**config.mk**
```make
export PLATFORM = sky130hd
export DESIGN_NAME = rort_ram
export DESIGN_NICKNAME = d
export VERILOG_FILES = /design/src/design/rort_ram.sv
export SDC_FILE = /design/constraint.sdc
export NUM_CORES = 1
export LEC_CHECK = 0
export BUFFER_PORTS_ARGS = -buffer_cell sky130_fd_sc_hd__buf_2
export CAP_MARGIN = 15
export CORE_AREA = 2 2 105 107
export DETAILED_ROUTE_END_ITERATION = 8
export DIE_AREA = 0 0 107 109
export GPL_TIMING_DRIVEN = 0
export HOLD_SLACK_MARGIN = 0.06
export PLACE_DENSITY = 0.76
export RECOVER_POWER = 100
export SYNTH_ARGS = -nofsm -noshare
export SYNTH_HDL_FRONTEND = slang
export SYNTH_SLANG_ARGS = --single-unit
```
**constraint.sdc**
```tcl
create_clock -name clk -period 2.3 [get_ports clk]
set_input_delay 0.46 -clock clk [delete_from_list [all_inputs] [get_ports clk]]
set_output_delay 0.46 -clock clk [all_outputs]
set_load 0.03 [all_outputs]
```
**src/design/rort_ram.sv**
```systemverilog
// generic single-port-write, single-port-read ram with registered read data
// standalone, no package use
module rort_ram #(
	parameter int WIDTH = 8,
	parameter int DEPTH = 16
) (
	input  logic                                        clk,
	input  logic                                        we,
	input  logic [((DEPTH > 1) ? $clog2(DEPTH) : 1)-1:0] waddr,
	input  logic [WIDTH-1:0]                            wdata,
	input  logic [((DEPTH > 1) ? $clog2(DEPTH) : 1)-1:0] raddr,
	output logic [WIDTH-1:0]                            rdata
);

	logic [WIDTH-1:0] mem_q [DEPTH];

	always_ff @(posedge clk) begin
		if (we) begin
			mem_q[waddr] <= wdata;
		end
		rdata <= mem_q[raddr];
	end

endmodule

```
After elaboration in Yosys (flattened, before gate mapping). Memory sizes are Yosys's and may differ from the RTL's. A register that Yosys moved wholly into a read port is not among the register bits. Index checks and enable logic that the tools add are counted.

Register bits: 0. Bits in latches: 0. Memory bits (writable): 128. Bits in read-only memories: 0. Input bits: 18. Output and inout bits: 8. Memories: 1.

Memories: mem_q (depth 16, bits a word 8, rd ports 1, clocked after memory_dff 1, wr ports 1, line 15) `logic [WIDTH-1:0] mem_q [DEPTH];`.

Add/sub/neg operators: 0. Multipliers: 0. Div/mod/pow operators: 0. Order comparisons: 0. Eq/ne operators: 0. Shifts and indexed selects: 0. Muxes and demuxes: 2. Bitwise operators: 0. Reductions and logical operators: 0.

Operators by type and width (count): two-way mux 1 bit (2).

Depth between registers and ports, before layout. Gate-level depths: netlist (run 1).

Depth after elaboration: 2. Mapped depth: 5. Gate-level depth less buffers: 3.

Worst setup path after synthesis (run 1). No wires, ideal clock.

Path kind: input -> register. Start point: in waddr[2] (netlist bit). End point: mem mem_q[0][0], enable pin. Library setup time: 0.383 ns. Arrival: 1.570 ns. Path slack: 0.347 ns. Stages on the path: 2. Path buffers: 0. Cells stage by stage: or3b_2 -> nor3_1.

RTL lines: from (decl) (line 9) `input logic [((DEPTH > 1) ? $clog2(DEPTH) : 1)-1:0] waddr,`; to (decl) (line 15).

Straight into the memory's write port.

==> metrics, run 1 <==
H-tree lvl count 4; Hold Buf Count CTS 0; Final Skew 0.00844 ns; pins over their slew limit 0; CTS Buffer Depth 2; routing usage on met1 0.264; Pwr Total 5.70 mW; initial cell density of the core 0.485; grt met3 use 0.0604; port buffer count 24; Synth cell types 19; final hold vios 0; Pwr Density 948 mW/mm^2; ANT cells 0; Post-Syn Area per Cell 22.5 um^2; layout cell share with drive strength beyond 1 0.221; Syn Nets 247; antenna viol nets, final 0; placed insts 396; area grow syn2layout 16.8%; Data arrival, critical path 2.24 ns; fin cells 429; Mapped Cells 229; CTS resizes 0; Worst-path clk slew 0.06 ns; # setup viols final 0; Fillers 764; Worst setup SP type input pin; overflow left after global routing 0; Critical Path Fanout Max 10; Worst setup EP type register; gpl congestion 0.790; YS warnings 0; final wirelength 9.93 mm; post-route cell area 0.00601 mm^2; Worst EP required 2.68 ns; die boundary width 107 um; Fmax achieved 540 MHz; Worst IR Drop VDD 0.000463 V; via count 2408; final period utilization 0.806; Core Footprint 0.0106 mm^2; Iter 0 DRT Violations 227; Num CTS Buffers 17; first-pass GRT wire length 15.1 mm; Clock Root Buffer clkbuf_8; grt peak-use layer met2; #FFs+latches synth 136; Area after DPL 0.00546 mm^2; Vias/cell 5.61; Final WS setup 0.447 ns; RSZ-0062 raised after global routing no; synthesized cell area 0.00515 mm^2; initial antenna violation count 0; fin nets 294; DRC errors left 0; global-route met2 utilization 0.290; drt wl/cell 23.1 um; largest net degree at the start of global routing 17; die area 0.0117 mm^2; status finished clean; DRT Pass-1 Iters 4; max_slew headroom 0.417; Tightest Hold Check Type in2reg; sequential area share after synthesis 0.778; Place WS 0.108 ns; leakage 1.96 nW; Final HPWL DP 5.97 mm; die span in y 109 um; FP Rows 38; GRT Resource Usage Total 0.189; vias in the first global route 2477; Post-CTS Setup Inserts 0; CP Class in2reg; actual slew at the worst max-slew pin 0.875 ns; clock sink total 136; max-cap violations 0; worst skew pair latency 0.52 ns; Top-Level Pins 26; TritonCTS clock tree yes; crit path time final 1.85 ns
==> cells in the mapped netlist <==
| master | number | share of area |
|---|---|---|
| clkdlybuf4s25_2 | 3 | 0.0058 |
| nor2b_1 | 1 | 0.0012 |
| and2_1 | 1 | 0.0012 |
| mux4_2 | 18 | 0.079 |
| mux4_1 | 14 | 0.071 |
| nand3_1 | 1 | 0.00097 |
| nor3_1 | 4 | 0.0039 |
| and2b_1 | 1 | 0.0015 |
| or3b_2 | 1 | 0.0017 |
| nand3b_1 | 2 | 0.0029 |
| dfxtp_1 | 8 | 0.031 |
| nand2_1 | 9 | 0.0066 |
| buf_6 | 3 | 0.0066 |
| buf_2 | 3 | 0.0029 |
| buf_4 | 1 | 0.0015 |
| a22oi_1 | 16 | 0.023 |
| nand2b_1 | 2 | 0.0024 |
| nor2_1 | 13 | 0.0095 |
| edfxtp_1 | 128 | 0.75 |
==> metrics by stage <==
step                setup TNS (ns)  hold WS, ns   util
floorplan                        0        0.559      -
global placement             -1.59        0.657  0.513
detailed placement               0        0.668  0.515
CTS                              0        0.323  0.570
global route                     0        0.418  0.567
finish                           0        0.401  0.567
==> routing by layer <==
metal | up-vias | wire, um
li1 | 1071 | -
met1 | 1255 | 4360
met4 | 0 | 93
met2 | 72 | 4910
met3 | 10 | 561
met5 | - | 0
==> path summary, 6_finish.rpt <==
kind	slack, ns	to	cells past startpoint	startpoint
worst max-delay path	0.45	rdata[4]$_DFF_P_	5	raddr[0]
worst min-delay path	0.40	mem_q[0][6]$_DFFE_PP_	2	waddr[1]
worst max register to register	0.85	rdata[0]$_DFF_P_	3	mem_q[5][0]$_DFFE_PP_
worst min register to register	0.68	rdata[1]$_DFF_P_	3	mem_q[8][1]$_DFFE_PP_
==> registers in the layout, indices dropped and copies added, names as in the netlist <==
name,flops
mem_q,128
rdata,8
==> logic make-up (layout without fill, tap and decap cells) <==
family	Yosys count	count (layout)	synth area share
DFF	136	136	0.778
muxes	32	32	0.150
AOI/OAI and AO/OA	16	16	0.0233
and+or+nand+nor	35	35	0.0318
buffers and inverters	10	70	0.0168
==> worst max-delay path: stages <==
cell and delay, ns:
buf_6 0.11, clkbuf_1 0.66, mux4_2 0.64, a22oi_1 0.25, nand2_1 0.11
==> layout make-up <==
class,instances,area (um^2),share of cell area
sequential,136,4000,0.666
multi-input combinational,83,1060,0.176
clock buffer,18,418,0.0695
tap,140,175,0.0291
clock inverter,14,163,0.0271
timing repair buffer,28,111,0.0185
buffer,10,82.6,0.0137
==> power by group <==
group	internal, mW	switching, mW	total [mW]
combinational	0.102	0.182	0.284
sequential	2.77	0.0138	2.79
clock	1.57	1.06	2.63
total	4.44	1.26	5.70
==> placed cells by master (no fill, tap or decap) <==
| cell | Yosys | final |
|---|---|---|
| inv_6 | 0 | 6 |
| nand3_1 | 1 | 1 |
| nand2_1 | 9 | 9 |
| and2b_1 | 1 | 1 |
| clkinv_4 | 0 | 1 |
| mux4_2 | 18 | 18 |
| nor2_1 | 13 | 13 |
| clkbuf_16 | 0 | 16 |
| and2_1 | 1 | 1 |
| clkinvlp_4 | 0 | 4 |
| dfxtp_1 | 8 | 8 |
| nor3_1 | 4 | 4 |
| edfxtp_1 | 128 | 128 |
| buf_2 | 3 | 8 |
| mux4_1 | 14 | 14 |
| clkdlybuf4s25_2 | 3 | 3 |
| nor2b_1 | 1 | 1 |
| or3b_2 | 1 | 1 |
| inv_8 | 0 | 1 |
| nand3b_1 | 2 | 2 |
| clkbuf_1 | 0 | 25 |
| a22oi_1 | 16 | 16 |
| nand2b_1 | 2 | 2 |
| buf_6 | 3 | 3 |
| bufinv_16 | 0 | 2 |
| clkbuf_8 | 0 | 1 |
(Power assumes the default switching activity.)
==> run 2: changes to the inputs <==
==> constraint.sdc (replaced) <==
create_clock -name clk -period 1.79 [get_ports clk]
set_input_delay 0.358 -clock clk [delete_from_list [all_inputs] [get_ports clk]]
set_output_delay 0.358 -clock clk [all_outputs]
set_load 0.03 [all_outputs]
==> run 2 against run 1 <==
Against the previous run: global-route usage up 0.35 points; sequential power rose by 28%; design area up 0.29%; critical path type unchanged; total power up 30%; sequential cell count unchanged; worst hold slack lost 0.12 ns; core utilization is 0.17 points higher; final cell count down 0.23%; clock skew is 0.0019 ns higher; largest cell class unchanged; critical path depth fell by 2; clock power grew 31%; wire length is 0.25% higher.
==> metrics, run 2 (synthesis results as in run 1) <==
status finished clean (unchanged); placed insts 396 (unchanged); worst hold start waddr[1] (unchanged); switching power 1.56 mW (was 1.26 mW); Final HPWL DP 6.07 mm (was 5.97 mm); Tightest Hold Check Type in2reg (unchanged); max reg flops 128 (unchanged); Pwr Density 1230 mW/mm^2 (was 948 mW/mm^2); vias in the first global route 2478 (was 2477); Fmax achieved 660 MHz; biggest regs mem_q x128, rdata x8 (unchanged); Top reg by flops mem_q (unchanged); Num CTS Buffers 17 (unchanged); r2r setup slk 0.38 ns (was 0.85 ns); worst r2r src mem_q[6][0]$_DFFE_PP_ (was mem_q[5][0]$_DFFE_PP_); actual slew at the worst max-slew pin 0.817 ns (was 0.875 ns); Worst setup EP type register (unchanged); via count 2413 (was 2408); DRT Pass-1 Iters 4 (unchanged); Clock Root Buffer clkbuf_8 (unchanged); pins over their slew limit 0 (unchanged); R2R cell count 3 (unchanged); Data arrival, critical path 1.66 ns (was 2.24 ns); CTS resizes 0 (unchanged); Vias/cell 5.64 (was 5.61); Internal Power 5.83 mW (was 4.44 mW); crit path time final 1.51 ns; Core Footprint 0.0106 mm^2 (unchanged); leakage 1.97 nW (was 1.96 nW); max_slew headroom 0.453 (was 0.417); hold slack 0.286 ns (was 0.401 ns); combinational power share 0.050 (about the same); CTS Buffer Depth 2 (unchanged); Iter 0 DRT Violations 215 (was 227); initial cell density of the core 0.485 (unchanged); final hold vios 0 (unchanged); layout cell share with drive strength beyond 1 0.229 (was 0.221); final wirelength 9.96 mm (was 9.93 mm); die area 0.0117 mm^2 (unchanged); Reg power frac 0.484 (was 0.489); FP Rows 38 (unchanged); Worst EP required 1.94 ns (was 2.68 ns); first-pass GRT wire length 15.3 mm (was 15.1 mm); Reg-to-Reg End rdata[0]$_DFF_P_ (unchanged); drt wl/cell 23.3 um (was 23.1 um); initial antenna violation count 0 (unchanged); GRT Resource Usage Total 0.192 (was 0.189); TritonCTS clock tree yes (unchanged); fin cells 428 (was 429); Worst-path clk slew 0.06 ns (about the same); # setup viols final 0 (unchanged); Fillers 761 (was 764); final period utilization 0.846; port buffer count 24 (unchanged); overflow left after global routing 0 (unchanged); H-tree lvl count 4 (unchanged); antenna viol nets, final 0 (unchanged); Hold Buf Count CTS 0 (unchanged); most frequent cells in the layout edfxtp_1, clkbuf_1, mux4_2, a22oi_1, clkbuf_16 (unchanged); Worst setup SP type input pin (unchanged); DRC errors left 0 (unchanged); most common cell after layout, fill and taps aside edfxtp_1 (unchanged); RSZ-0062 raised after global routing no (unchanged); Final Skew 0.0103 ns (was 0.00844 ns); gpl congestion 0.780 (was 0.790); Clk pwr share 0.466 (was 0.461); ANT cells 0 (unchanged); area grow syn2layout 17.1% (was 16.8%); Sw Ratio 0.211 (was 0.220); WHS Path Cells 2 (unchanged); die boundary width 107 um (unchanged); Top-Level Pins 26 (unchanged); fin nets 293 (was 294); largest net degree at the start of global routing 17 (unchanged); Critical Path Fanout Max 8 (was 10); die span in y 109 um (unchanged); CP Class in2reg (unchanged); Post-CTS Setup Inserts 0 (unchanged); Hold Path End mem_q[4][5]$_DFFE_PP_ (was mem_q[0][6]$_DFFE_PP_); max-cap violations 0 (unchanged); worst skew pair latency 0.53 ns (was 0.52 ns); clock sink total 136 (unchanged); Worst IR Drop VDD 0.000566 V (was 0.000463 V)
run 2: how the worst max path moves through the flow:
stage,start,cells after the start,slack (ns),endpoint
3_3_place_gp,waddr[3],3,-0.29,mem_q[4][0]$_DFFE_PP_
3_5_place_dp,waddr[2],3,-0.27,mem_q[2][7]$_DFFE_PP_
4_1_cts,waddr[2],3,0.27,mem_q[2][5]$_DFFE_PP_
5_1_grt,waddr[3],4,0.14,mem_q[12][0]$_DFFE_PP_
2_1_floorplan,waddr[2],2,0.17,mem_q[3][0]$_DFFE_PP_
6_report,waddr[2],3,0.28,mem_q[2][5]$_DFFE_PP_
run 2: area by class of cell:
| cell class | instances | area [um^2] | share of cell area |
|---|---|---|---|
| plain buffers | 10 | 86.3 | 0.0143 |
| clock buffers | 19 | 422 | 0.0699 |
| clock inverters | 13 | 170 | 0.0282 |
| multi-input cells | 83 | 1060 | 0.176 |
| flip-flops and latches | 136 | 4000 | 0.664 |
| well taps | 140 | 175 | 0.0291 |
| repair buffers | 27 | 109 | 0.0181 |
run 2: power by group through the flow:
| stage | sequential (mW) | combinational, mW | clock, mW |
|---|---|---|---|
| 6_report | 3.58 | 0.367 | 3.45 |
| 5_1_grt | 3.59 | 0.393 | 3.62 |
| 4_1_cts | 3.58 | 0.381 | 3.49 |
| 3_5_place_dp | 3.64 | 0.377 | 0 |
| 3_3_place_gp | 3.64 | 0.366 | 0 |
| 2_1_floorplan | 3.68 | 0.181 | 0 |
run 2: stage by stage:
stage / TNS, ns / instance area [um^2] / worst slack, ns / power, mW / util
after floorplan: 0 / 5150 / 0.166 / 3.87 / -
after global placement: -12.63 / 5450 / -0.290 / 4.00 / 0.514
after detailed placement: -8.40 / 5470 / -0.268 / 4.02 / 0.516
after CTS: 0 / 6060 / 0.273 / 7.45 / 0.572
after global routing: 0 / 6030 / 0.138 / 7.60 / 0.569
final: 0 / 6030 / 0.276 / 7.40 / 0.569
run 2: metal layers:
metal	vias to the layer above	part of all wire	track usage
met4	0	0.015	0.0751
met3	10	0.056	0.0454
met5	-	0	0
met2	91	0.51	0.310
li1	1072	-	-
met1	1240	0.42	0.258
run 2: critical path, cell delays in order:
cell and delay [ns]:
clkbuf_1 0.11, or3b_2 0.54, nor2_1 0.65
==> run 3: changes to the inputs <==
==> constraint.sdc (replaced) <==
create_clock -name clk -period 1.4 [get_ports clk]
set_input_delay 0.28 -clock clk [delete_from_list [all_inputs] [get_ports clk]]
set_output_delay 0.28 -clock clk [all_outputs]
set_load 0.03 [all_outputs]
==> run 3 against run 2 <==
Against the previous run: final cell count shrank 0.47%; count of clock-buffer cells in the layout grew 1; clock power rose by 27%; non-clock buffer count fell by 2; via count down 0.37%; highest routed layer unchanged.
==> metrics, run 3 (synthesis results as in run 1) <==
Area after DPL 0.00549 mm^2 (was 0.00547 mm^2); actual slew at the worst max-slew pin 0.816 ns (was 0.817 ns); initial cell density of the core 0.485 (unchanged); max-cap violations 0 (unchanged); fin nets 291 (was 293); Worst setup EP type register (unchanged); layout cell share with drive strength beyond 1 0.290 (was 0.229); initial antenna violation count 0 (unchanged); Post-CTS Setup Inserts 0 (unchanged); Core Footprint 0.0106 mm^2 (unchanged); GRT Resource Usage Total 0.187 (was 0.192); Clock Root Buffer clkbuf_8 (unchanged); max reg flops 128 (unchanged); Pwr Density 1550 mW/mm^2 (was 1230 mW/mm^2); Critical Path Fanout Max 1 (was 8); Hold Buf Count CTS 0 (unchanged); # setup viols final 0 (unchanged); die boundary width 107 um (unchanged); fin cells 426 (was 428); CTS Buffer Depth 2 (unchanged); DRC errors left 0 (unchanged); most frequent cells in the layout edfxtp_1, mux4_2, clkbuf_16, mux4_1, a22oi_1 (was edfxtp_1, clkbuf_1, mux4_2, a22oi_1, clkbuf_16); Top reg by flops mem_q (unchanged); Worst-path clk slew 0.06 ns (about the same); vias in the first global route 2429 (was 2478); gpl congestion 0.796 (was 0.780); pins over their slew limit 0 (unchanged); Top-Level Pins 26 (unchanged); Worst setup SP type register (was input pin); max_slew headroom 0.454 (was 0.453); die span in y 109 um (unchanged); drt wl/cell 23.0 um (was 23.3 um); leakage 2.01 nW (was 1.97 nW); Worst IR Drop VDD 0.000738 V (was 0.000566 V); worst skew pair latency 0.52 ns (was 0.53 ns); antenna viol nets, final 0 (unchanged); post-route cell area 0.00608 mm^2 (was 0.00603 mm^2); Final HPWL DP 6.09 mm (was 6.07 mm); Vias/cell 5.64 (about the same); clock sink total 136 (unchanged); ANT cells 0 (unchanged); largest net degree at the start of global routing 17 (unchanged); Fillers 755 (was 761); overflow left after global routing 0 (unchanged); RSZ-0062 raised after global routing no (unchanged); crit path time final 1.37 ns; port buffer count 24 (unchanged); final wirelength 9.80 mm (was 9.96 mm); die area 0.0117 mm^2 (unchanged); TritonCTS clock tree yes (unchanged); Fmax achieved 730 MHz; first-pass GRT wire length 14.7 mm (was 15.3 mm); Worst EP required 1.80 ns (was 1.94 ns); DRT Pass-1 Iters 5 (was 4); CP Class reg2reg (was in2reg); Data arrival, critical path 1.77 ns (was 1.66 ns); H-tree lvl count 4 (unchanged); via count 2404 (was 2413); final period utilization 0.979; status finished clean (unchanged); Iter 0 DRT Violations 192 (was 215); hold slack 0.266 ns (was 0.286 ns); placed insts 394 (was 396); final hold vios 0 (unchanged); Num CTS Buffers 17 (unchanged); biggest regs mem_q x128, rdata x8 (unchanged); FP Rows 38 (unchanged); most common cell after layout, fill and taps aside edfxtp_1 (unchanged); fin util 0.574 (was 0.569); area grow syn2layout 18.2% (was 17.1%); Tightest Hold Check Type in2reg (unchanged); Final Skew 0.00602 ns (was 0.0103 ns)
run 3: cell types whose count changed in the layout (fill, tap and decap cells not counted), sizes merged:
| cell | before | now |
|---|---|---|
| inv | 4 | 0 |
| clkinv | 3 | 6 |
| clkbuf | 40 | 39 |
run 3: metrics by stage:
step	power, mW	setup slack, ns	setup TNS (ns)
3_5_place_dp	5.15	-0.337	-36.10
4_1_cts	9.51	0.0133	0
5_1_grt	9.71	0.0136	0
2_1_floorplan	4.95	-0.0165	-0.0929
3_3_place_gp	5.13	-0.499	-36.35
6_report	9.44	0.0300	0
run 3: path summary, 6_finish.rpt:
| kind | endpoint | slack, ns | startpoint | cells past startpoint |
|---|---|---|---|---|
| worst max-delay path | rdata[4]$_DFF_P_ | 0.03 | mem_q[7][4]$_DFFE_PP_ | 3 |
| worst max register to register | rdata[4]$_DFF_P_ | 0.03 | mem_q[7][4]$_DFFE_PP_ | 3 |
| worst min register to register | rdata[4]$_DFF_P_ | 0.68 | mem_q[8][4]$_DFFE_PP_ | 3 |
| worst min-delay path | mem_q[0][6]$_DFFE_PP_ | 0.27 | waddr[0] | 2 |
run 3: final cells by class:
type / instances / area [um^2] / share of cell area
plain buffers: 10 / 93.8 / 0.0154
clock inverters: 12 / 150 / 0.0247
well taps: 140 / 175 / 0.0288
flip-flops and latches: 136 / 4000 / 0.658
multi-input cells: 83 / 1100 / 0.181
repair buffers: 25 / 113 / 0.0185
clock buffers: 20 / 445 / 0.0732
run 3: power breakdown:
group	total, mW	internal, mW	switching (mW)
registers	4.58	4.56	0.0226
clock network	4.37	2.80	1.58
logic	0.491	0.182	0.309
total	9.44	7.53	1.91
run 3: layer usage:
metal / track usage / up-vias / routed length [um]
met5: 0 / - / 0
met4: 0.0770 / 0 / 168
met3: 0.0538 / 13 / 465
met2: 0.303 / 84 / 5020
met1: 0.241 / 1240 / 4140
li1: - / 1067 / -
run 3: timing repair:
action | in CTS | in global routing
setup endpoints to repair | 0 | 2
endpoints found under the hold margin | 0 | 0
gates resized for setup | 0 | 3
run 3: critical path, cell delays in order, from the launching register on:
cell and delay (ns):
edfxtp_1 0.37, mux4_2 0.51, a22oi_1 0.26, nand2_1 0.10
