--- src/design/rort_pkg.sv ---
// shared types, constants and helpers for the range offset remap table
// depends on nothing; rort_ctrl and the top level refer to it by scoped names
package rort_pkg;

	localparam int ROWS       = 128;
	localparam int VALUE_BITS = 32;
	localparam int FIELD_BITS = 32;
	localparam int ROW_BITS   = (ROWS > 1) ? $clog2(ROWS) : 1;
	localparam int CNT_BITS   = $clog2(ROWS + 1);

	localparam logic [1:0] KIND_CLEAR = 2'd0;
	localparam logic [1:0] KIND_LOAD  = 2'd1;
	localparam logic [1:0] KIND_XLATE = 2'd2;

	typedef logic [VALUE_BITS-1:0] val_t;

	typedef struct packed {
		logic [1:0]            kind;
		logic [FIELD_BITS-1:0] dest_start;
		logic [FIELD_BITS-1:0] source_start;
		logic [FIELD_BITS-1:0] span_length;
		logic [FIELD_BITS-1:0] value;
	} in_item_t;

	typedef struct packed {
		logic [FIELD_BITS-1:0] mapped_value;
		logic                  matched;
		logic                  table_full;
	} out_item_t;

	typedef struct packed {
		val_t dst;
		val_t src;
		val_t len;
	} row_t;

	typedef enum logic [1:0] {
		ST_IDLE,
		ST_SCAN,
		ST_DONE
	} st_t;

	// fit a field to the value width; upper field bits are dropped
	function automatic val_t to_val(logic [FIELD_BITS-1:0] f);
		return VALUE_BITS'(f);
	endfunction

endpackage

--- src/design/rort_ctrl.sv ---
// sequencer for the remap table: clear, append and in-order scan with match logic
// depends on rort_pkg; drives the row ram that the top level instantiates
module rort_ctrl (
	input  logic                       clk,
	input  logic                       arst_n,
	input  logic                       req_valid,
	output logic                       req_ready,
	input  rort_pkg::in_item_t         req,
	output logic                       res_valid,
	input  logic                       res_ready,
	output rort_pkg::out_item_t        res,
	output logic                       ram_we,
	output logic [rort_pkg::ROW_BITS-1:0] ram_waddr,
	output rort_pkg::row_t             ram_wdata,
	output logic [rort_pkg::ROW_BITS-1:0] ram_raddr,
	input  rort_pkg::row_t             ram_rdata
);

	rort_pkg::st_t                    state_q, state_d;
	logic [rort_pkg::CNT_BITS-1:0]    count_q;
	logic [rort_pkg::CNT_BITS-1:0]    rd_idx_q;
	logic                             rd_vld_s1;
	rort_pkg::val_t                   value_q;
	rort_pkg::out_item_t              res_q;

	logic                             accept;
	logic                             full;
	logic                             issue;
	logic [rort_pkg::VALUE_BITS:0]    diff;
	logic                             hit;
	logic                             found;
	logic                             miss_end;
	rort_pkg::val_t                   mapped;

	assign accept = req_valid && req_ready;
	assign full   = (count_q == rort_pkg::CNT_BITS'(rort_pkg::ROWS));

	// scan: one read issued per cycle, compare in the cycle after on ram output
	assign issue    = (state_q == rort_pkg::ST_SCAN) && (rd_idx_q < count_q);
	assign diff     = {1'b0, value_q} - {1'b0, ram_rdata.src};
	assign hit      = !diff[rort_pkg::VALUE_BITS]
		&& (diff[rort_pkg::VALUE_BITS-1:0] < ram_rdata.len);
	assign mapped   = diff[rort_pkg::VALUE_BITS-1:0] + ram_rdata.dst;
	assign found    = (state_q == rort_pkg::ST_SCAN) && rd_vld_s1 && hit;
	assign miss_end = (state_q == rort_pkg::ST_SCAN) && !issue && !rd_vld_s1;

	assign ram_we    = accept && (req.kind == rort_pkg::KIND_LOAD) && !full;
	assign ram_waddr = count_q[rort_pkg::ROW_BITS-1:0];
	assign ram_wdata = '{dst: rort_pkg::to_val(req.dest_start),
	                     src: rort_pkg::to_val(req.source_start),
	                     len: rort_pkg::to_val(req.span_length)};
	assign ram_raddr = rd_idx_q[rort_pkg::ROW_BITS-1:0];
	assign res       = res_q;

	always_ff @(posedge clk or negedge arst_n) begin
		if (!arst_n) begin
			state_q <= rort_pkg::ST_IDLE;
		end else begin
			state_q <= state_d;
		end
	end

	always_comb begin
		state_d   = state_q;
		req_ready = 1'b0;
		res_valid = 1'b0;
		unique case (state_q)
			rort_pkg::ST_IDLE: begin
				req_ready = 1'b1;
				if (req_valid) begin
					unique case (req.kind)
						rort_pkg::KIND_XLATE: state_d = rort_pkg::ST_SCAN;
						default:              state_d = rort_pkg::ST_DONE;
					endcase
				end
			end
			rort_pkg::ST_SCAN: begin
				if (found || miss_end) begin
					state_d = rort_pkg::ST_DONE;
				end
			end
			rort_pkg::ST_DONE: begin
				res_valid = 1'b1;
				if (res_ready) begin
					state_d = rort_pkg::ST_IDLE;
				end
			end
			default: state_d = rort_pkg::ST_IDLE;
		endcase
	end

	always_ff @(posedge clk or negedge arst_n) begin
		if (!arst_n) begin
			count_q   <= '0;
			rd_idx_q  <= '0;
			rd_vld_s1 <= 1'b0;
		end else begin
			rd_vld_s1 <= issue && !found;
			if (accept) begin
				rd_idx_q <= '0;
				if (req.kind == rort_pkg::KIND_CLEAR) begin
					count_q <= '0;
				end else if ((req.kind == rort_pkg::KIND_LOAD) && !full) begin
					count_q <= count_q + 1'b1;
				end
			end else if (issue) begin
				rd_idx_q <= rd_idx_q + 1'b1;
			end
		end
	end

	// payload, no reset
	always_ff @(posedge clk) begin
		if (accept) begin
			value_q <= rort_pkg::to_val(req.value);
			res_q   <= '{mapped_value: '0, matched: 1'b0,
			           table_full: (req.kind == rort_pkg::KIND_LOAD) && full};
		end else if (found) begin
			res_q <= '{mapped_value: rort_pkg::FIELD_BITS'(mapped),
			           matched: 1'b1, table_full: 1'b0};
		end else if (miss_end) begin
			res_q <= '{mapped_value: rort_pkg::FIELD_BITS'(value_q),
			           matched: 1'b0, table_full: 1'b0};
		end
	end

	a_count_bound: assert property (@(posedge clk) disable iff (!arst_n)
		count_q <= rort_pkg::CNT_BITS'(rort_pkg::ROWS))
		else $error("row count beyond table size");

	a_scan_in_range: assert property (@(posedge clk) disable iff (!arst_n)
		(state_q == rort_pkg::ST_SCAN) |-> (rd_idx_q <= count_q))
		else $error("scan index past loaded rows");

	a_no_write_in_scan: assert property (@(posedge clk) disable iff (!arst_n)
		ram_we |-> (state_q == rort_pkg::ST_IDLE))
		else $error("row write outside idle");

	a_full_keeps_count: assert property (@(posedge clk) disable iff (!arst_n)
		(accept && (req.kind == rort_pkg::KIND_LOAD) && full) |=> $stable(count_q))
		else $error("refused load changed row count");

	a_res_held: assert property (@(posedge clk) disable iff (!arst_n)
		((state_q == rort_pkg::ST_DONE) && !res_ready) |=> $stable(res_q))
		else $error("pending result changed");

endmodule

--- config.mk ---
export PLATFORM = sky130hd
export DESIGN_NAME = rort_ctrl
export DESIGN_NICKNAME = d
export VERILOG_FILES = /design/src/design/rort_pkg.sv /design/src/design/rort_ctrl.sv
export SDC_FILE = /design/constraint.sdc
export NUM_CORES = 1
export LEC_CHECK = 0
export BUFFER_PORTS_ARGS = -buffer_cell sky130_fd_sc_hd__buf_2
export CAP_MARGIN = 20
export CORE_MARGIN = 4
export CORE_UTILIZATION = 32
export CTS_CLUSTER_SIZE = 30
export DETAILED_ROUTE_END_ITERATION = 7
export GPL_ROUTABILITY_DRIVEN = 0
export PLACE_DENSITY = 0.56
export SLEW_MARGIN = 10
export SYNTH_ARGS = -nofsm -noshare
export SYNTH_HDL_FRONTEND = slang
export SYNTH_SLANG_ARGS = --single-unit
--- constraint.sdc ---
create_clock -name clk -period 9.72 [get_ports clk]
set_input_delay 1.944 -clock clk [delete_from_list [all_inputs] [get_ports clk]]
set_output_delay 1.944 -clock clk [all_outputs]
set_load 0.05 [all_outputs]
* After elaboration in Yosys (flattened, before gate mapping)
Cells that the tools add are included.
** Cells by class
- Reductions and logical operators :: 26
- Add/subtract/negate cells :: 4
- Magnitude comparators :: 2
- Mux-type cells :: 14
- Equality and inequality tests :: 8
** Operators with widths (count)
- $mux W34 :: 2
- $sub A32 B32 Y33 :: 1
- $add A32 B32 Y32 :: 1
- $lt A32 B32 Y1 :: 1
- $mux W8 :: 4
- $add A8 B1 Y8 const B :: 2
- $logic_and A1 B1 Y1 :: 12
- $eq A8 B8 Y1 const B :: 1
- $lt A8 B8 Y1 :: 1
- $mux W2 :: 4
- $pmux W2 S3 :: 1
- $reduce_bool A2 Y1 :: 3
- $logic_not A1 Y1 :: 5
- $eq A2 B1 Y1 const B :: 2
- $eq A2 B2 Y1 const B :: 2
- $logic_not A2 Y1 :: 2
- $ne A2 B2 Y1 const B :: 2
- $mux W1 :: 3
- $reduce_and A3 Y1 :: 1
- $reduce_bool A3 Y1 :: 1
- $ne A2 B1 Y1 const B :: 1
- $reduce_and A2 Y1 :: 1
- $logic_or A1 B1 Y1 :: 1
** Storage, ports and cells
- Flip-flop bits (word level) :: 85
- Word-level logic and storage cells :: 62
- Output and inout bits :: 147
- Input port bits :: 230

* Depth between registers and ports, before layout
Gate-level depths: netlist (run 1).
- Depth after elaboration :: 8
- Depth in mapped cells :: 23
- Gate-level depth less buffers :: 22

* Least setup slack after synthesis (run 1)
Ideal clock, no wire load.
- Kind :: input to register
- Start point :: in ram_rdata[37] in the netlist's numbering
- End point :: reg res_q (netlist bit res[33])
- Path buffers :: 0
- Stages on the path :: 20
- Library setup time :: 0.074 ns
- Required time :: 9.646 ns
- Setup slack :: 3.552 ns
- Data arrival time :: 6.094 ns
- Cell sequence :: inv_1 -> ha_1 -> a2111o_1 -> o221a_1 -> a221o_1 -> a21oi_1 -> o21a_2 -> o21bai_1 -> a21oi_1 -> xnor2_1 -> ha_1 -> nand2_1 -> nor4_1 -> a31o_2 -> a21oi_1 -> a211oi_1 -> o2111ai_1 -> a211o_1 -> a31o_2 -> a31oi_1
** On the way
- Cells in the longest elaborated chain, start to end :: 5
- Elaborated cells on any way between the ends :: 8
- Classes of those cells :: add/sub (2); order compare (1); mux (1); reduce/logical (4)
** Ends and longest elaborated chain
- start: declaration :: line rort_ctrl.sv:16 : input rort_pkg::row_t ram_rdata
- $sub A32 B32 Y33 (*) :: line rort_ctrl.sv:40 : assign diff = {1'b0, value_q} - {1'b0, ram_rdata.src};
- $lt A32 B32 Y1 or $logic_not A1 Y1 (tied branches) :: line rort_ctrl.sv:42, rort_ctrl.sv:41
- $logic_and A1 B1 Y1 :: line rort_ctrl.sv:42 : && (diff[rort_pkg::VALUE_BITS-1:0] < ram_rdata.len);
- $logic_and A1 B1 Y1 :: line rort_ctrl.sv:44 : assign found = (state_q == rort_pkg::ST_SCAN) && rd_vld_s1 && hit;
- $mux W34 or $reduce_bool A2 Y1 (tied branches)
- end signal: assignment :: line rort_ctrl.sv:116 : res_q <= '{mapped_value: '0, matched: 1'b0,
- end signal: assignment :: line rort_ctrl.sv:119 : res_q <= '{mapped_value: rort_pkg::FIELD_BITS'(mapped),
- end signal: assignment :: line rort_ctrl.sv:122 : res_q <= '{mapped_value: rort_pkg::FIELD_BITS'(value_q),
- end: declaration :: line rort_ctrl.sv:24 : rort_pkg::out_item_t res_q;
Mark *: on every way between the ends. The rest lies on a longest branch, timed or not.
A chain may end at the register's enable or synchronous reset.

* Worst setup path in the final report (run 1)
- Start point :: in ram_rdata[32] in the netlist's numbering
- End point :: reg res_q (netlist bit res[6])
Same word-level chain as after synthesis.

==> results of run 1 <==
state kept, by name (all words and copies together), names as in the netlist:
signal / flops
rd_vld_s1: 1
count_q: 8
state_q: 2
rd_idx_q: 8
res: 34
value_q: 32
worst max-delay path, delay by kind of cell:
family / cells / cell delay, ns
AO/OA/AOI/OAI: 12 / 3.37
XOR/XNOR: 1 / 0.23
buffers and inverters: 2 / 0.53
adder cells (fa/ha/maj): 3 / 0.92
AND/OR/NAND/NOR: 4 / 0.53
Yosys cell counts (5+ instances only):
cell        n  share of area
buf_4     110          0.098
ha_1      104           0.15
inv_1      96          0.043
a21oi_1    89          0.053
nor2_1     49          0.022
nand2_1    43          0.019
a21o_1     42          0.037
xnor2_1    41          0.043
o21ai_0    36          0.021
dfxtp_1    33          0.078
edfxtp_1   33           0.12
nand3_1    30          0.018
a211oi_1   27          0.024
and3_1     27          0.020
dfrtp_1    19          0.056
nand4_1    18          0.013
nor3_1     17          0.010
clkbuf_1   16         0.0071
xor2_1     16          0.017
a31oi_1    12         0.0089
o21bai_1   12          0.011
nand2b_1   11         0.0082
o21ai_1    11         0.0065
nor2b_1    10         0.0074
a211oi_2    8          0.012
and2_1      8         0.0059
o21a_1      8         0.0071
a211o_1     5         0.0052
o211ai_1    5         0.0045
or3_1       5         0.0037
power groups by stage:
stage | Sequential, mW | Clock (mW) | Combinational [mW]
after floorplan | 0.475 | 0 | 0.837
after global placement | 0.466 | 0 | 0.968
after detailed placement | 0.465 | 0 | 0.972
after CTS | 0.458 | 0.362 | 0.979
after global routing | 0.462 | 0.377 | 1.10
final | 0.457 | 0.348 | 0.977
path summary, 6_finish.rpt:
kind	cells after the start	from	slack, ns	end
setup / recovery	22	ram_rdata[32]	2.46	res[6]
hold / removal	1	state_q[1]	0.50	state_q[0]
max in group asynchronous	1	arst_n	7.86	state_q[0]
hold reg to reg	1	state_q[1]	0.50	state_q[0]
setup reg to reg	19	value_q[5]	3.80	res[6]
min in group asynchronous	1	arst_n	1.53	rd_idx_q[2]
layer usage:
layer / wire (um) / global-route usage
met4: 862 / 0.0670
met3: 1970 / 0.0479
met2: 14200 / 0.339
met5: 13 / 0
met1: 10600 / 0.207
per-stage QoR:
stage	worst slack, ns	instances	instance area, um^2
floorplan	3.55	1002	8420
global placement	2.16	1393	8860
detailed placement	2.12	1393	8860
CTS	2.47	1409	9140
global route	2.15	1409	9140
finish	2.46	1409	9140
area by class of cell:
type	count	area, um^2	share of cell area
repair buffers	190	966	0.106
clock buffers	9	225	0.0246
well taps	335	419	0.0459
clock inverters	7	56.3	0.00616
multi-input cells	687	4990	0.546
inverters	96	360	0.0394
flip-flops and latches	85	2130	0.233
logic make-up after synthesis:
logic type / share of synthesized area
xor+xnor: 0.0593
compound gates: 0.232
buf+inv: 0.155
fa+ha+maj: 0.159
simple gates: 0.136
mux: 0.00520
flops: 0.253
==> key figures, run 1 <==
Status
  • Outcome: completed

Final layout
  • Utilization after layout: 0.352
  • Final net count: roughly 1,400
  • Fillers: between 2,000 and 3,000
  • Commonest cells after routing, fill and taps aside: buf_2 (184), ha_1 (104), inv_1 (95), a21oi_1 (89), nor2_1 (49)
  • Fraction of layout cells with a size suffix above 1: 0.210
  • Diode count: 0
  • Area grow syn2layout: 8.57%
  • Commonest non-fill, non-tap cell in the layout: buf_2

Hold path
  • Hold Path Class: reg2reg

Clock network
  • Clock slew at reported path FFs: roughly 0.07 ns
  • Hold_buf cts: 0
  • Worst skew pair latency: 0.36 ns
  • CTS tree: done
  • Resized Gates After CTS: 0
  • Num CTS Buffers: 9
  • Clock Sinks: between 80 and 90
  • Post-CTS Setup Inserts: 0
  • # H-tree levels: 3
  • Root cell of the clock tree: clkbuf_16
  • CTS Buffer Depth: 2

Route
  • Post-DR wirelength/cell: a little under 20 um
  • Final wirelength: 27,700 um
  • DR vias/cell: 5.18
  • Vias: about 7,300
  • Starting DRT DRC Count: 320
  • Initial DRT Pass Iterations: 5
  • Routed Antenna Nets: 0
  • Drc violations: 0

Synthesis
  • Netlist cell types: between 60 and 70
  • Gate Count Post-Synth: between 1,000 and 1,500
  • Synthesized area: between 0.008 and 0.009 mm^2
  • Avg Inst Size Synth: 8.40 um^2
  • Seq/Total Area, Yosys: 0.253
  • EDFF count, synth: 33
  • Syn nets: 1,338
  • #FFs+latches synth: 85
  • Share of async-settable or async-resettable flops after synthesis: 0.224
  • Ys flop type: edfxtp_1
  • Yosys warnings: 0

Die
  • Die width: around 170 um
  • Io pins: around 380
  • Num rows: 59
  • Die Area: approximately 0.029 mm^2
  • Chip height: 170 um
  • Initial Util: 0.324
  • Core Region: roughly 0.026 mm^2

Power
  • Leakage: 4.59 nW
  • NetSw: between 0.8 and 0.9 mW
  • Reg power frac: 0.256
  • Final Power: ~1.8 mW
  • Int Power: 0.977 mW
  • Switching Fraction: 0.451
  • Clk pwr share: 0.195
  • IR drop worst, VDD: ~110 uV
  • Combinational fraction of design power: 0.548
  • P per Cell Area: approximately 200 mW/mm^2

Critical path
  • Nature of the critical path startpoint: primary input
  • Critical path cell sequence: buf_2 -> ha_1 -> fa_1 -> nand2b_1 -> a21oi_1 -> o221a_1 -> a221o_1 -> a21oi_1 -> o21a_2 -> o21ai_1 -> a221oi_2 -> xnor2_1 -> ha_1 -> nand4_1 -> nor2_1 -> nand3_1 -> o2111ai_1 -> a41oi_1 -> o211a_2 -> buf_4 -> a211oi_1 -> a211oi_2
  • Critical setup path kind: in2reg
  • Slowest CP cell: o211a_2
  • Crit path largest cell delay: around 0.92 ns
  • WP data arrival: between 7 and 8 ns
  • Setup crit end kind: register
  • CP Max Fanout: between 40 and 50
  • CP required: ~10 ns

Timing
  • WHS: ~0.50 ns
  • Number of max-slew violations in the final report: 0
  • Unrepaired setup endpoints after global routing: no
  • Final hold vios: 0
  • Min Tclk post-route: 7.26 ns
  • Final Setup Violations: 0
  • Final setup skew: around 0.018 ns
  • Max frequency: approximately 140 MHz
  • Setup TNS: 0 ns
  • Slew @ Worst Pin: 1.04 ns
  • Final cycle utilization of the critical path: 0.747
  • Slew headroom: 0.306

Place
  • HPWL Detailed: between 20,000 and 25,000 um
  • Buffers on Ports: approximately 180

Global route
  • First-pass GRT wire length: 41,100 um
  • GR Overflow Total: 0
  • Gr usage total: 0.185
  • Vias in the first global route: around 7,200
  • Largest net degree at the start of global routing: between 40 and 50
  • Antenna violations before repair: 1

Job
  • Maxcap violations: 0
(Power assumes the default switching activity.)
==> run 2: changes to the inputs <==
- clock period: 9.72 -> 7.2 ns (I/O delays scaled with it)
==> run 2 against run 1 <==
  * Hold slack worse by 0.0013 ns
  * Clock skew down 0.0061 ns
  * Die area unchanged
  * Setup slack worse by 1.4 ns
  * Sequential power up 35%
  * Sequential share of layout area down 0.11 points
  * Clock-buffer cell count up 3
  * Critical endpoint is now res[33]
  * Largest cell class unchanged
==> key figures, run 2 (same netlist as run 1, synthesis figures left out) <==
Status
  • Outcome: completed

Power
  • P per Cell Area: approximately 270 mW/mm^2
  • Leakage: roughly 4.6 nW
  • IR drop worst, VDD: ~220 uV

Critical path
  • WP data arrival: 6.37 ns
  • Critical register-to-register path startpoint: value_q[5]
  • Reg2Reg Depth: 19
  • CP required: ~7.5 ns
  • Reg2Reg Setup Slack: roughly 1.9 ns
  • Setup crit end kind: register
  • R2R Path End: res[33]
  • CP Max Fanout: 5
  • Critical setup path kind: in2reg
  • Nature of the critical path startpoint: primary input

Die
  • Die width: 170 um
  • Io pins: around 380
  • Num rows: 59
  • Chip height: 170 um
  • Die Area: just under 0.03 mm^2
  • Core Region: about 0.026 mm^2
  • Initial Util: 0.324

Clock network
  • Root cell of the clock tree: clkbuf_16
  • Num CTS Buffers: 9
  • Hold_buf cts: 0
  • # H-tree levels: 3
  • CTS Buffer Depth: 2
  • CTS tree: done
  • Worst skew pair latency: approximately 0.35 ns
  • Clock slew at reported path FFs: roughly 0.070 ns
  • Clock Sinks: between 80 and 90
  • Resized Gates After CTS: 0
  • Post-CTS Setup Inserts: 0

Global route
  • Vias in the first global route: about 7,000
  • First-pass GRT wire length: between 40,000 and 50,000 um
  • GR Overflow Total: 0
  • Antenna violations before repair: 5
  • Largest net degree at the start of global routing: 68
  • Gr usage total: 0.183

Route
  • Initial DRT Pass Iterations: 5
  • Routed Antenna Nets: 0
  • Drc violations: 0
  • DR vias/cell: 5.20
  • Vias: 7,320
  • Post-DR wirelength/cell: between 15 and 20 um
  • Starting DRT DRC Count: 339
  • Final wirelength: approximately 27,000 um

Timing
  • Unrepaired setup endpoints after global routing: no
  • Slew @ Worst Pin: about 0.68 ns
  • Number of max-slew violations in the final report: 0
  • Final setup skew: roughly 0.011 ns
  • Max frequency: around 160 MHz
  • Setup TNS: 0 ns
  • Slew headroom: 0.544
  • Final cycle utilization of the critical path: 0.846
  • Final hold vios: 0
  • Final Setup Violations: 0
  • Min Tclk post-route: 6.09 ns

Final layout
  • Final net count: around 1,400
  • Max reg flops: 34
  • Fillers: approximately 2,800
  • Commonest cells after routing, fill and taps aside: buf_2 (184), ha_1 (104), inv_1 (95), a21oi_1 (89), nor2_1 (49)
  • Commonest non-fill, non-tap cell in the layout: buf_2
  • Diode count: 0
  • Area grow syn2layout: 9.09%
  • Fraction of layout cells with a size suffix above 1: 0.209
  • Utilization after layout: 0.353

Place
  • Buffers on Ports: roughly 180
  • HPWL Detailed: about 22,000 um

Hold path
  • Hold_sp: state_q[1]
  • Hold path depth: 1
  • Hold Path Class: reg2reg
  • Hold EP: state_q[0]

Job
  • Maxcap violations: 0
-- run 2: cell types whose count changed in the layout (fill, tap and decap cells not counted), sizes merged --
cell,previous run,this run
inv,99,98
clkinvlp,2,1
clkinv,2,1
clkbuf,9,12
-- run 2: stage by stage --
stage                     power [mW]  instance area [um^2]  setup slack [ns]  hold slack (ns)  instances
after global routing            2.63                  9190             0.859            0.526       1409
after CTS                       2.46                  9190              1.17            0.502       1409
after global placement          1.94                  8870             0.910            0.490       1393
after detailed placement        1.94                  8870             0.842            0.503       1393
after floorplan                 1.77                  8420              1.54            0.454       1002
final                           2.43                  9190              1.11            0.497       1409
-- run 2: how the worst max path moves through the flow --
stage	cells after the start	slack [ns]	startpoint	endpoint
after global placement	22	0.91	ram_rdata[32]	res[33]
after CTS	22	1.17	ram_rdata[32]	res[33]
after floorplan	20	1.54	ram_rdata[37]	res[33]
final	22	1.11	ram_rdata[32]	res[33]
after detailed placement	22	0.84	ram_rdata[32]	res[33]
after global routing	22	0.86	ram_rdata[32]	res[33]
-- run 2: metal layers --
metal | GRT usage | vias to the layer above | routed length [um]
met4 | 0.0653 | 10 | 837
li1 | - | 3627 | -
met5 | 0 | - | 69
met2 | 0.329 | 237 | 14200
met3 | 0.0469 | 64 | 1780
met1 | 0.208 | 3382 | 10600
-- run 2: layout make-up --
cell class                 count  area [um^2]  share of cell area
multi-input combinational    687         4990               0.543
sequential                    85         2130               0.232
timing repair buffer         190          978               0.107
tap                          335          419              0.0456
inverter                      96          360              0.0392
clock buffer                  12          279              0.0304
clock inverter                 4         33.8             0.00368
-- run 2: worst max-delay path: stages --
cell and delay [ns]:
buf_2 0.11, ha_1 0.22, fa_1 0.41, nand2b_1 0.18
a21oi_1 0.21, o221a_1 0.32, a221o_1 0.32, a21oi_1 0.15
o21a_2 0.26, o21bai_1 0.13, a21oi_1 0.09, xnor2_1 0.16
ha_1 0.40, nand2_1 0.09, nor4_1 0.35, a31o_2 0.20
a21oi_1 0.06, a211oi_1 0.32, o2111ai_1 0.22, a211o_1 0.32
a31o_2 0.23, a31oi_1 0.16
-- run 2: report_power, final --
group / total, mW / switching, mW / internal, mW
logic: 1.32 / 0.800 / 0.517
clock network: 0.500 / 0.220 / 0.280
registers: 0.618 / 0.0541 / 0.564
total: 2.43 / 1.07 / 1.36
==> run 3: changes to the inputs <==
- ABC_AREA: default -> 1
- PLACE_DENSITY: 0.56 -> 0.55
- clock period: 7.2 -> 5.9 ns (I/O delays scaled with it)
==> run 3 against run 2 <==
  * Global-route usage down 0.45 points
  * Die area up 6.7%
  * Final cell count up 26%
  * Register-to-register slack worse by 0.55 ns
  * Setup slack worse by 0.15 ns
  * Combinational power up 110%
  * Critical path depth up 5
  * Clock-buffer cell count down 3
==> key figures, run 3 <==
Job
  • Maxcap violations: 0

Critical path
  • CP Max Fanout: 27
  • Nature of the critical path startpoint: primary input
  • R2R Path End: res[0]
  • Reg2Reg Setup Slack: 1.37 ns
  • CP top delay family: simple AND/OR/NAND/NOR gates
  • Most frequent CP cell: nand2_1
  • Crit path largest cell delay: 0.40 ns
  • WP data arrival: 5.03 ns
  • Critical setup path kind: in2reg
  • CP bufs+invs: 4
  • Critical register-to-register path startpoint: value_q[5]
  • Slowest CP cell: o21ai_0
  • Reg2Reg Depth: 25
  • Setup crit end kind: register
  • CP required: between 5 and 6 ns

Timing
  • Final Setup Violations: 0
  • Slew headroom: 0.535
  • Max frequency: a little over 200 MHz
  • Final hold vios: 0
  • Number of max-slew violations in the final report: 0
  • Final cycle utilization of the critical path: 0.838
  • Unrepaired setup endpoints after global routing: no
  • Min Tclk post-route: 4.95 ns
  • Slew @ Worst Pin: slightly below 0.7 ns
  • Setup TNS: 0 ns
  • Final setup skew: approximately 0.015 ns

Clock network
  • Post-CTS Setup Inserts: 0
  • # H-tree levels: 3
  • Root cell of the clock tree: clkbuf_16
  • Clock slew at reported path FFs: about 0.070 ns
  • CTS Buffer Depth: 2
  • Hold_buf cts: 0
  • Num CTS Buffers: 9
  • Worst skew pair latency: about 0.36 ns
  • Resized Gates After CTS: 0
  • Clock Sinks: 85
  • CTS tree: done

Synthesis
  • Avg Inst Size Synth: between 6 and 7 um^2
  • Seq/Total Area, Yosys: 0.236
  • Syn nets: roughly 1,600
  • Yosys warnings: 0
  • Synthesized area: 0.00901 mm^2
  • Synth top area cells: ha_1 (14%), nand2_1 (14%), edfxtp_1 (11%)
  • EDFF count, synth: 33
  • Ys flop type: edfxtp_1
  • Area leader, netlist: ha_1
  • Count leader, synth: nand2_1
  • Netlist cell types: 43
  • Gate Count Post-Synth: about 1,300
  • Share of async-settable or async-resettable flops after synthesis: 0.224
  • #FFs+latches synth: 85
  • Post-synth top cells: nand2_1 (327), inv_1 (187), buf_4 (112)
  • Top cell type's share of synthesized area: 0.144

Hold path
  • Hold_sp: res[14]
  • Hold Path Class: reg2reg
  • Hold path depth: 2
  • Hold EP: res[14]

Die
  • Die Area: a little over 0.03 mm^2
  • Num rows: a little over 60
  • Die width: 176 um
  • Io pins: 377
  • Chip height: about 180 um
  • Core Region: 0.0278 mm^2
  • Initial Util: 0.324

Route
  • Vias: ~8,400
  • Routed Antenna Nets: 0
  • DR vias/cell: 4.71
  • Drc violations: 0
  • Starting DRT DRC Count: approximately 560
  • Post-DR wirelength/cell: between 15 and 20 um
  • Initial DRT Pass Iterations: 5
  • Final wirelength: approximately 28,000 um

Global route
  • Gr usage total: 0.178
  • Met1 usage: 0.226
  • GR Overflow Total: 0
  • Largest net degree at the start of global routing: 36
  • Vias in the first global route: roughly 8,200
  • GRT Max-Usage Layer: met2
  • Met2 Use GR: 0.305
  • Met3 global-route usage: 0.0248
  • Antenna violations before repair: 1
  • First-pass GRT wire length: roughly 43,000 um

Final layout
  • Commonest non-fill, non-tap cell in the layout: nand2_1
  • Layout Cells excl Fill: 1,774
  • Max reg flops: 34
  • Commonest cells after routing, fill and taps aside: nand2_1 (327), inv_1 (187), buf_2 (184), ha_1 (104), a21oi_1 (97)
  • Final net count: between 1,500 and 2,000
  • Area grow syn2layout: 9.45%
  • Fraction of layout cells with a size suffix above 1: 0.162

Place
  • Placed Cells: 1,757
  • HPWL Detailed: 24,200 um
  • Buffers on Ports: between 150 and 200

Power
  • Leakage: around 5.3 nW
  • Final Power: between 4 and 5 mW
  • IR drop worst, VDD: about 150 uV
  • P per Cell Area: between 400 and 500 mW/mm^2

Status
  • Outcome: completed
==> run 3: changes by cell type after synthesis, sizes merged, moves of 10 or more <==
cell | before | now
nand2 | 43 | 340
inv | 96 | 187
nor2 | 49 | 98
a211oi | 35 | 2
a21o | 42 | 11
nand3 | 30 | 61
and3 | 27 | 1
o21ai | 47 | 64
xnor2 | 41 | 24
clkbuf | 17 | 3
xor2 | 16 | 30
nand2b | 11 | 0
nor2b | 10 | 0
==> run 3: cells by family after synthesis <==
logic type,synth area share
AO/OA/AOI/OAI,0.123
XOR/XNOR,0.0525
adder cells (fa/ha/maj),0.149
buffers and inverters,0.179
flip-flops,0.236
AND/OR/NAND/NOR,0.260
==> run 3: report_power, final <==
group          internal (mW)  switching (mW)  leakage, nW
Combinational          0.898            1.91         4.27
Sequential             0.787           0.126        0.836
Clock                  0.377           0.276        0.161
Total                   2.06            2.31         5.27
==> run 3: cell type report <==
type                            count  area (um^2)
Clock buffer                        9          225
Antenna cell                        1         2.50
Sequential cell                    85         2130
Inverter                          187          702
Clock inverter                      7          101
Fill cell                        3068        17900
Timing Repair Buffer              190          966
Tap cell                          378          473
Multi-Input combinational cell    917         5270
==> run 3: routing by layer <==
metal,share of wire,wire length [um],vias to the layer above
li1,-,-,4316
met1,0.43,12200,3698
met2,0.47,13200,247
met3,0.059,1660,95
met4,0.040,1120,0
met5,0,0,-
==> run 3: tightest hold or removal path: cells and delay by family (launching register included) <==
family           cells  cell delay (ns)
DFF                  1             0.31
and+or+nand+nor      2             0.10
==> run 3: worst max-delay path by stage <==
stage                        from  slack (ns)  cells past startpoint  endpoint
floorplan           ram_rdata[32]        1.31                     25    res[0]
global placement    ram_rdata[32]        0.68                     25    res[0]
detailed placement  ram_rdata[32]        0.61                     25    res[0]
CTS                 ram_rdata[34]        0.97                     27   res[26]
global route        ram_rdata[36]        0.51                     27   res[26]
finish              ram_rdata[34]        0.95                     27    res[0]
==> run 3: through the flow <==
stage                     hold slack (ns)  area [um^2]  utilization  setup WS (ns)
after global routing                0.464         9870        0.355          0.510
after detailed placement            0.433         9540        0.343          0.608
after CTS                           0.448         9860        0.355          0.971
after floorplan                     0.474         9010            -           1.31
final                               0.446         9870        0.355          0.954
after global placement              0.428         9540        0.343          0.679
